--- src/design/lkc_pkg.sv ---
// Shared types and constants for the keyed LRU cache.
package lkc_pkg;

  localparam int CACHE_ENTRIES = 16;
  localparam int IDX_W = (CACHE_ENTRIES > 1) ? $clog2(CACHE_ENTRIES) : 1;
  localparam int CNT_W = $clog2(CACHE_ENTRIES + 1);
  localparam int CAP_W = 5;
  localparam int QDEPTH = 2;
  localparam int QPTR_W = (QDEPTH > 1) ? $clog2(QDEPTH) : 1;
  localparam int QCNT_W = $clog2(QDEPTH + 1);
  localparam logic [2:0] ADDR_CAPACITY = 3'd0;
  localparam logic [CAP_W-1:0] CAPACITY_RESET = 5'd16;

  localparam logic [1:0] REQ_LOOKUP = 2'd0;
  localparam logic [1:0] REQ_STORE = 2'd1;
  localparam logic [1:0] REQ_INVAL = 2'd2;
  localparam logic [1:0] REQ_NONE = 2'd3;

  typedef enum logic [3:0] {
    OP_LOOKUP = 4'b0001,
    OP_STORE  = 4'b0010,
    OP_INVAL  = 4'b0100,
    OP_NOP    = 4'b1000
  } lkc_op_t;

  typedef struct packed {
    logic [15:0] asset_id;
    logic [23:0] start_frame;
    logic [23:0] duration;
    logic [15:0] pixel_width;
    logic [9:0]  frame_rate;
  } lkc_key_t;

  typedef struct packed {
    lkc_op_t     op;
    lkc_key_t    key;
    logic [15:0] payload;
  } lkc_item_t;

endpackage

--- src/design/lkc_front.sv ---
// Front end: decode incoming requests and queue them for the engine.
module lkc_front
  import lkc_pkg::*;
(
  input  logic        clk,
  input  logic        rst_n,
  input  logic        in_valid,
  output logic        in_stall,
  input  logic [1:0]  in_req_type,
  input  logic [15:0] in_asset_id,
  input  logic [23:0] in_start_frame,
  input  logic [23:0] in_duration,
  input  logic [15:0] in_pixel_width,
  input  logic [9:0]  in_frame_rate,
  input  logic [15:0] in_payload_in,
  output logic        q_valid,
  output lkc_item_t   q_item,
  input  logic        q_pop
);

  lkc_item_t            q_mem [QDEPTH];
  logic [QPTR_W-1:0]    wr_ptr_r, rd_ptr_r;
  logic [QCNT_W-1:0]    cnt_r;
  lkc_item_t            dec;
  logic                 push;

  always_comb begin
    case (in_req_type)
      REQ_LOOKUP: dec.op = OP_LOOKUP;
      REQ_STORE:  dec.op = OP_STORE;
      REQ_INVAL:  dec.op = OP_INVAL;
      default:    dec.op = OP_NOP;
    endcase
    dec.key.asset_id    = in_asset_id;
    dec.key.start_frame = in_start_frame;
    dec.key.duration    = in_duration;
    dec.key.pixel_width = in_pixel_width;
    dec.key.frame_rate  = in_frame_rate;
    dec.payload         = in_payload_in;
  end

  assign in_stall = (cnt_r == QCNT_W'(QDEPTH));
  assign push     = in_valid && !in_stall;
  assign q_valid  = (cnt_r != '0);
  assign q_item   = q_mem[rd_ptr_r];

  always_ff @(posedge clk) begin
    if (push) begin
      q_mem[wr_ptr_r] <= dec;
    end
  end

  always_ff @(posedge clk) begin
    if (!rst_n) begin
      wr_ptr_r <= '0;
      rd_ptr_r <= '0;
      cnt_r    <= '0;
    end else begin
      if (push) wr_ptr_r <= wr_ptr_r + 1'b1;
      if (q_pop) rd_ptr_r <= rd_ptr_r + 1'b1;
      case ({push, q_pop})
        2'b10:   cnt_r <= cnt_r + 1'b1;
        2'b01:   cnt_r <= cnt_r - 1'b1;
        default: cnt_r <= cnt_r;
      endcase
    end
  end

endmodule

--- src/design/lkc_back.sv ---
// Back end: walk the entries, update recency, evict, insert and report.
module lkc_back
  import lkc_pkg::*;
(
  input  logic              clk,
  input  logic              rst_n,
  input  logic              q_valid,
  input  lkc_item_t         q_item,
  output logic              q_pop,
  input  logic [CAP_W-1:0]  cap_eff,
  output logic              out_valid,
  input  logic              out_stall,
  output logic              out_key_found,
  output logic [15:0]       out_payload_out,
  output logic [4:0]        out_entry_count
);

  typedef enum logic [5:0] {
    S_IDLE   = 6'b000001,
    S_SCAN   = 6'b000010,
    S_TOUCH  = 6'b000100,
    S_EVICT  = 6'b001000,
    S_INSERT = 6'b010000,
    S_DONE   = 6'b100000
  } state_t;

  state_t                 state_r, state_nxt;
  lkc_item_t              item_r, item_nxt;
  logic [IDX_W-1:0]       idx_r, idx_nxt;
  logic [IDX_W-1:0]       hit_r, hit_nxt;
  logic                   found_r, found_nxt;
  logic [15:0]            pay_r, pay_nxt;
  logic [CNT_W-1:0]       count_r, count_nxt;
  logic                   valid_r [CACHE_ENTRIES];
  logic                   valid_nxt [CACHE_ENTRIES];
  logic [IDX_W-1:0]       rank_r [CACHE_ENTRIES];
  logic [IDX_W-1:0]       rank_nxt [CACHE_ENTRIES];
  lkc_key_t               key_mem [CACHE_ENTRIES];
  logic [15:0]            pay_mem [CACHE_ENTRIES];
  logic                   out_valid_r;
  logic                   out_found_r;
  logic [15:0]            out_pay_r;
  logic [CNT_W-1:0]       out_cnt_r;
  logic                   out_load;
  logic                   key_wr, pay_wr;
  logic [IDX_W-1:0]       wr_idx;
  logic                   last;
  logic                   cur_vld;
  logic [IDX_W-1:0]       cur_rank;
  logic                   evict_go;
  logic [IDX_W-1:0]       victim, slot;

  assign last     = (idx_r == IDX_W'(CACHE_ENTRIES - 1));
  assign cur_vld  = valid_r[idx_r];
  assign cur_rank = rank_r[idx_r];
  assign evict_go = ({{(CNT_W-CAP_W){1'b0}}, cap_eff} <= count_r) && (count_r != '0);
  assign out_load = (state_r == S_DONE) && (!out_valid_r || !out_stall);

  // Least-recent valid entry and first free slot.
  always_comb begin
    victim = '0;
    slot   = '0;
    for (int j = CACHE_ENTRIES - 1; j >= 0; j--) begin
      if (valid_r[j] && ({1'b0, rank_r[j]} == count_r - CNT_W'(1))) victim = IDX_W'(j);
      if (!valid_r[j]) slot = IDX_W'(j);
    end
  end

  always_comb begin
    state_nxt = state_r;
    item_nxt  = item_r;
    idx_nxt   = idx_r;
    hit_nxt   = hit_r;
    found_nxt = found_r;
    pay_nxt   = pay_r;
    count_nxt = count_r;
    valid_nxt = valid_r;
    rank_nxt  = rank_r;
    q_pop     = 1'b0;
    key_wr    = 1'b0;
    pay_wr    = 1'b0;
    wr_idx    = hit_r;
    case (state_r)
      S_IDLE: begin
        if (q_valid) begin
          q_pop     = 1'b1;
          item_nxt  = q_item;
          idx_nxt   = '0;
          found_nxt = 1'b0;
          pay_nxt   = '0;
          state_nxt = (q_item.op == OP_NOP) ? S_DONE : S_SCAN;
        end
      end
      S_SCAN: begin
        if (item_r.op == OP_INVAL) begin
          if (cur_vld && key_mem[idx_r].asset_id == item_r.key.asset_id) begin
            valid_nxt[idx_r] = 1'b0;
            count_nxt = count_r - CNT_W'(1);
            for (int j = 0; j < CACHE_ENTRIES; j++) begin
              if (valid_r[j] && rank_r[j] > cur_rank) rank_nxt[j] = rank_r[j] - 1'b1;
            end
          end
          if (last) state_nxt = S_DONE;
          else idx_nxt = idx_r + 1'b1;
        end else if (cur_vld && key_mem[idx_r] == item_r.key) begin
          hit_nxt   = idx_r;
          found_nxt = 1'b1;
          state_nxt = S_TOUCH;
        end else if (last) begin
          state_nxt = (item_r.op == OP_STORE) ? S_EVICT : S_DONE;
        end else begin
          idx_nxt = idx_r + 1'b1;
        end
      end
      S_TOUCH: begin
        for (int j = 0; j < CACHE_ENTRIES; j++) begin
          if (valid_r[j] && rank_r[j] < rank_r[hit_r]) rank_nxt[j] = rank_r[j] + 1'b1;
        end
        rank_nxt[hit_r] = '0;
        if (item_r.op == OP_STORE) begin
          pay_wr  = 1'b1;
          pay_nxt = item_r.payload;
        end else begin
          pay_nxt = pay_mem[hit_r];
        end
        state_nxt = S_DONE;
      end
      S_EVICT: begin
        // Drop the least-recent entry one at a time until below capacity.
        if (evict_go) begin
          valid_nxt[victim] = 1'b0;
          count_nxt = count_r - CNT_W'(1);
        end else begin
          state_nxt = S_INSERT;
        end
      end
      S_INSERT: begin
        for (int j = 0; j < CACHE_ENTRIES; j++) begin
          if (valid_r[j]) rank_nxt[j] = rank_r[j] + 1'b1;
        end
        valid_nxt[slot] = 1'b1;
        rank_nxt[slot]  = '0;
        count_nxt = count_r + CNT_W'(1);
        key_wr    = 1'b1;
        pay_wr    = 1'b1;
        wr_idx    = slot;
        pay_nxt   = item_r.payload;
        state_nxt = S_DONE;
      end
      S_DONE: begin
        if (out_load) state_nxt = S_IDLE;
      end
      default: state_nxt = S_IDLE;
    endcase
  end

  always_ff @(posedge clk) begin
    if (key_wr) key_mem[wr_idx] <= item_r.key;
    if (pay_wr) pay_mem[wr_idx] <= item_r.payload;
  end

  always_ff @(posedge clk) begin
    item_r  <= item_nxt;
    idx_r   <= idx_nxt;
    hit_r   <= hit_nxt;
    found_r <= found_nxt;
    pay_r   <= pay_nxt;
    if (out_load) begin
      out_found_r <= found_r;
      out_pay_r   <= pay_r;
      out_cnt_r   <= count_r;
    end
  end

  always_ff @(posedge clk) begin
    if (!rst_n) begin
      state_r     <= S_IDLE;
      count_r     <= '0;
      out_valid_r <= 1'b0;
      for (int j = 0; j < CACHE_ENTRIES; j++) begin
        valid_r[j] <= 1'b0;
        rank_r[j]  <= '0;
      end
    end else begin
      state_r <= state_nxt;
      count_r <= count_nxt;
      valid_r <= valid_nxt;
      rank_r  <= rank_nxt;
      if (out_load) out_valid_r <= 1'b1;
      else if (!out_stall) out_valid_r <= 1'b0;
    end
  end

  assign out_valid       = out_valid_r;
  assign out_key_found   = out_found_r;
  assign out_payload_out = out_pay_r;
  assign out_entry_count = 5'(out_cnt_r);

endmodule

--- src/design/lru_keyed_cache_with_group_invalidate_unit.sv ---
// Top level of the keyed LRU cache with asset-wide invalidate.
//
// Fully associative 16-entry LRU cache keyed on asset id, start frame, duration,
// pixel width and frame rate, each entry holding a 16-bit payload handle. One result
// item comes back per request item. A request is decoded and queued (two deep) by the
// front end; the back-end engine walks the entries one per cycle. A lookup or store
// scans the entries, stopping at the first hit; the engine also takes the item from
// the queue, updates recency on a hit and hands the result over. An invalidate always
// walks all 16 entries. A store of a new key walks all entries, then drops one
// least-recent entry per cycle until below capacity and then inserts the new key.
// Capacity is written at byte address 0: 0 acts as 1, above 16 as 16. The queue
// keeps accepting items while it is not full, also while the engine works or a
// result waits.
module lru_keyed_cache_with_group_invalidate_unit
  import lkc_pkg::*;
(
  input  logic        clk,
  input  logic        rst_n,
  input  logic        psel,
  input  logic        penable,
  input  logic        pwrite,
  input  logic [2:0]  paddr,
  input  logic [31:0] pwdata,
  output logic [31:0] prdata,
  output logic        pready,
  input  logic        in_valid,
  output logic        in_stall,
  input  logic [1:0]  in_req_type,
  input  logic [15:0] in_asset_id,
  input  logic [23:0] in_start_frame,
  input  logic [23:0] in_duration,
  input  logic [15:0] in_pixel_width,
  input  logic [9:0]  in_frame_rate,
  input  logic [15:0] in_payload_in,
  output logic        out_valid,
  input  logic        out_stall,
  output logic        out_key_found,
  output logic [15:0] out_payload_out,
  output logic [4:0]  out_entry_count
);

  logic [CAP_W-1:0] capacity_r;
  logic [CAP_W-1:0] cap_eff;
  logic             q_valid, q_pop;
  lkc_item_t        q_item;

  assign pready = 1'b1;
  assign prdata = {{(32-CAP_W){1'b0}}, capacity_r};

  // Take capacity on the access phase of a write to its address.
  always_ff @(posedge clk) begin
    if (!rst_n) begin
      capacity_r <= CAPACITY_RESET;
    end else if (psel && penable && pwrite && paddr == ADDR_CAPACITY) begin
      capacity_r <= pwdata[CAP_W-1:0];
    end
  end

  // Clamp capacity into 1..CACHE_ENTRIES.
  always_comb begin
    if (capacity_r == '0) cap_eff = CAP_W'(1);
    else if (capacity_r > CAP_W'(CACHE_ENTRIES)) cap_eff = CAP_W'(CACHE_ENTRIES);
    else cap_eff = capacity_r;
  end

  lkc_front u_front (
    .clk, .rst_n, .in_valid, .in_stall, .in_req_type, .in_asset_id,
    .in_start_frame, .in_duration, .in_pixel_width, .in_frame_rate,
    .in_payload_in, .q_valid, .q_item, .q_pop
  );

  lkc_back u_back (
    .clk, .rst_n, .q_valid, .q_item, .q_pop, .cap_eff,
    .out_valid, .out_stall, .out_key_found, .out_payload_out, .out_entry_count
  );

  a_count_bound: assert property (@(posedge clk) disable iff (!rst_n)
    out_valid |-> out_entry_count <= 5'(CACHE_ENTRIES))
    else $error("entry count above cache size");

  a_found_nonempty: assert property (@(posedge clk) disable iff (!rst_n)
    out_valid && out_key_found |-> out_entry_count != 5'd0)
    else $error("hit reported on empty cache");

  a_reset_quiet: assert property (@(posedge clk)
    !rst_n |=> !out_valid)
    else $error("result after reset");

endmodule
--- config.mk ---
export PLATFORM = sky130hd
export DESIGN_NAME = lru_keyed_cache_with_group_invalidate_unit
export DESIGN_NICKNAME = d
export VERILOG_FILES = /design/src/design/lkc_pkg.sv /design/src/design/lkc_front.sv /design/src/design/lkc_back.sv /design/src/design/lru_keyed_cache_with_group_invalidate_unit.sv
export SDC_FILE = /design/constraint.sdc
export NUM_CORES = 2
export LEC_CHECK = 0
export BUFFER_PORTS_ARGS = -buffer_cell sky130_fd_sc_hd__buf_2
export CAP_MARGIN = 30
export CORE_MARGIN = 5
export CORE_UTILIZATION = 65
export DETAILED_ROUTE_END_ITERATION = 7
export PLACE_DENSITY = 0.8
export SLEW_MARGIN = 15
export SYNTH_ARGS = -nofsm -noshare
export SYNTH_HDL_FRONTEND = slang
export SYNTH_SLANG_ARGS = --single-unit
export TNS_END_PERCENT = 50
--- constraint.sdc ---
create_clock -name clk -period 20.4 [get_ports clk]
set_input_delay 4.08 -clock clk [delete_from_list [all_inputs] [get_ports clk]]
set_output_delay 4.08 -clock clk [all_outputs]
set_load 0.02 [all_outputs]
==> flow_summary.toml <==
[run_status]
outcome = "completed"

[timing]
holdWs_ps = 412
period_needed_ps = 6830
grt_setup_unrepaired = "false"
maxSlewViolCount = 0
finalHoldViolCount = 0
clock.fmax_mhz = 146
finalSetupViolCount = 0
maxSlewHeadroom_pct = 27.9
fin_tns_setup_ps = 0
clock_skew_ps = 63.8
worstMarginPinSlew_ps = 1080
finalCritPeriodShare_pct = 33.5

[synth]
synth_edf_count = 2073
yosysWarnings = 0
seq_area_frac_synth_pct = 69.3
synthArstFlopShare_pct = 0
syn_inst = 5158
synth.distinct_cells = 101
synthFlopType = "edfxtp_1"
avgSynthCellArea_sq_um = 18.0
ys_ff_latch = 2183
syn_area_sq_mm = 0.0930

[clocking]
postCtsHoldBufs = 0
cts.sinks = 2183
clkTransAtPathRegs_ps = 60
numCtsBuffers = 205
cts_buffer_depth = 3
h-tree-depth = 4
cts_tree = "done"
cts_resized = 0
clock_latency_ps = 860
root_buffer = "clkbuf_16"
post_cts_buffers = 0

[floorplan]
io_pins = 207
dieArea_sq_mm = 0.151
fp.dieH_microns = 388
dieWidth_microns = 388
start_util_pct = 65.5
fp.coreArea_sq_mm = 0.142
rows = 138

[layout]
area_growth_pct = 10.4
drive_above_1_share_pct = 22.5
final_common_cell = "edfxtp_1"
final_nets = 5660
final_cell_mix = "edfxtp_1, mux4_2, clkbuf_16"

[worst_setup_path]
critPathMaxFanout = 44
crit_path_start_kind = "flop"
worstPathArrival_ps = 7540
timing.rr.end = "u_back.rank_r[4]$_SDFFE_PN0P_"
endpoint_kind = "flop"
cp_cell_sequence = "buf_4 -> buf_4 -> mux4_2 -> mux2i_1 -> mux2i_1 -> xnor2_1 -> nand4_1 -> nor4_2 -> a21oi_2 -> buf_4 -> nor2_2 -> o21ai_0 -> o31ai_1"
cp_common_cell = "buf_4"
critical_path_class = "flop to flop"
critical_path.max_stage_delay_ps = 940
slowest_stage = "dfxtp_4"
ff2ff_setup_slack_ps = 13570
cp.required_ps = 21110
worst-r2r-cell-count = 13

[placed_design]
io_buffers = 151
routabilityCongestion = 0.957
dp_hpwl_mm = 125

[grt]
grt_overflow = 0
first_global_vias = 52800
antenna_found_initial = 10
grt_max_degree = 113
grt_pass1_wl_mm = 349
grt_usage_pct = 31.3

[detailed_routing]
wl_met3_mm = 25.9
ant_nets = 0
drt-met1-wl_mm = 84.6
routed_wl_mm = 237
vias = 52500
wl_per_cell_microns = 32.0
maxUsedRoutingLayer = "met5"
wl_met2_mm = 117
drcViolationCount = 0
first_iter_violations = 7863
vias_per_cell = 7.08
dr.pass1.iters = 8

[worst_hold_path]
min-delay-start = "u_back.pay_r[7]$_DFFE_PP_"
hp-class = "flop to flop"
hold_end = "u_back.out_payload_out[7]$_DFFE_PP_"
min_path_cells = 0

[power]
power_w = 0.0127
power.leakage_nw = 33.4
ir_worst_vdd_mv = 0.120
power_density_mw_per_mm2 = 124

[flow_run]
max-cap-violations = 0
==> per-stage QoR <==
| step | instance area (sq um) | util, % | instances | setup slack (ps) |
|---|---|---|---|---|
| final | 103000 | 72.3 | 7418 | 13570 |
| after global routing | 103000 | 72.3 | 7415 | 13450 |
| after CTS | 103000 | 72.3 | 7406 | 13700 |
| after detailed placement | 95900 | 67.6 | 7030 | 13530 |
| after global placement | 95600 | 67.4 | 7013 | 13590 |
| after floorplan | 93100 | - | 5184 | 11070 |
==> kinds of logic after synthesis <==
| group | count (synthesis) | synth area share (%) |
|---|---|---|
| buffers and inverters | 398 | 2.17 |
| AO/OA/AOI/OAI | 649 | 4.89 |
| adder cells (fa/ha/maj) | 157 | 2.11 |
| AND/OR/NAND/NOR | 791 | 4.49 |
| multiplexers | 772 | 14.9 |
| other | 2 | 0.00807 |
| flip-flops | 2183 | 69.3 |
| XOR/XNOR | 206 | 2.13 |
==> critical path, delay by kind of cell (launching register included) <==
kind,cells,cell delay (ps)
mux,3,870
compound gates,3,700
buf+inv,3,1640
flops,1,940
xor+xnor,1,680
simple gates,3,1740
==> per-layer routing <==
metal | GRT usage (%) | up-vias
li1 | - | 21300
met1 | 42.5 | 26800
met2 | 51.1 | 3772
met3 | 6.38 | 623
met4 | 12.0 | 8
met5 | 0 | -
==> sequential cells by signal, indices dropped and copies added (netlist names), named ones only <==
| register | flops |
|---|---|
| u_front.wr_ptr_r | 1 |
| u_back.pay_r | 16 |
| u_back.hit_r | 4 |
| u_back.out_payload_out | 16 |
| u_back.idx_r | 4 |
| capacity_r | 5 |
| u_back.out_entry_count | 5 |
| u_back.pay_mem | 256 |
| u_back.found_r | 1 |
| u_back.rank_r | 64 |
| u_front.rd_ptr_r | 1 |
| u_back.count_r | 5 |
| u_back.valid_r | 16 |
| u_back.out_valid | 1 |
| u_back.out_key_found | 1 |
| u_back.key_mem | 1440 |
| u_front.q_mem | 220 |
| u_back.state_r | 6 |
| u_front.cnt_r | 2 |
| u_back.item_r | 110 |
==> cell usage after synthesis (55+ instances only) <==
cell type  count  share of area (%)
nand2_1      157               0.63
clkbuf_1     152               0.61
a21oi_1      142               0.76
nor2_1       174               0.70
mux4_2       457                 11
xor2_1        80               0.75
buf_2         55               0.30
inv_1         79               0.32
ha_1         157                2.1
mux2_2       120                1.5
edfxtp_1    2073                 67
o21ai_0      103               0.55
nand3_1       75               0.40
dfxtp_1      110                2.4
nand4_1       66               0.44
buf_4         62               0.50
mux2i_1      177                1.9
xnor2_1      113                1.1
nor2b_1       68               0.46
==> worst max path at each step <==
stage	start	endpoint	slack [ps]	depth (start not counted)
6_report	flop	u_back.rank_r[4]$_SDFFE_PN0P_	13570	13
3_5_place_dp	rst_n	u_back.rank_r[4]$_SDFFE_PN0P_	13530	7
5_1_grt	flop	u_back.rank_r[4]$_SDFFE_PN0P_	13450	13
4_1_cts	flop	u_back.rank_r[4]$_SDFFE_PN0P_	13700	13
3_3_place_gp	rst_n	u_back.rank_r[4]$_SDFFE_PN0P_	13590	7
2_1_floorplan	in_valid	u_front.q_mem[0][0]$_DFFE_PP_	11070	2
==> layout make-up <==
class                           count  area, sq um
Antenna cell                        6         15.0
Clock buffer                      253         5380
Clock inverter                    123         1320
Fill cell                        7974        39300
Inverter                           82          313
Multi-Input combinational cell   2603        26800
Sequential cell                  2183        64500
Tap cell                         1890         2360
Timing Repair Buffer              278         2000
==> power by group <==
group / total (W) / switching [W] / internal, W
Combinational: 0.00276 / 0.00162 / 0.00114
Clock: 0.00383 / 0.00168 / 0.00215
Sequential: 0.00616 / 0.000550 / 0.00561
No activity file was read; power rests on OpenSTA's default activity.
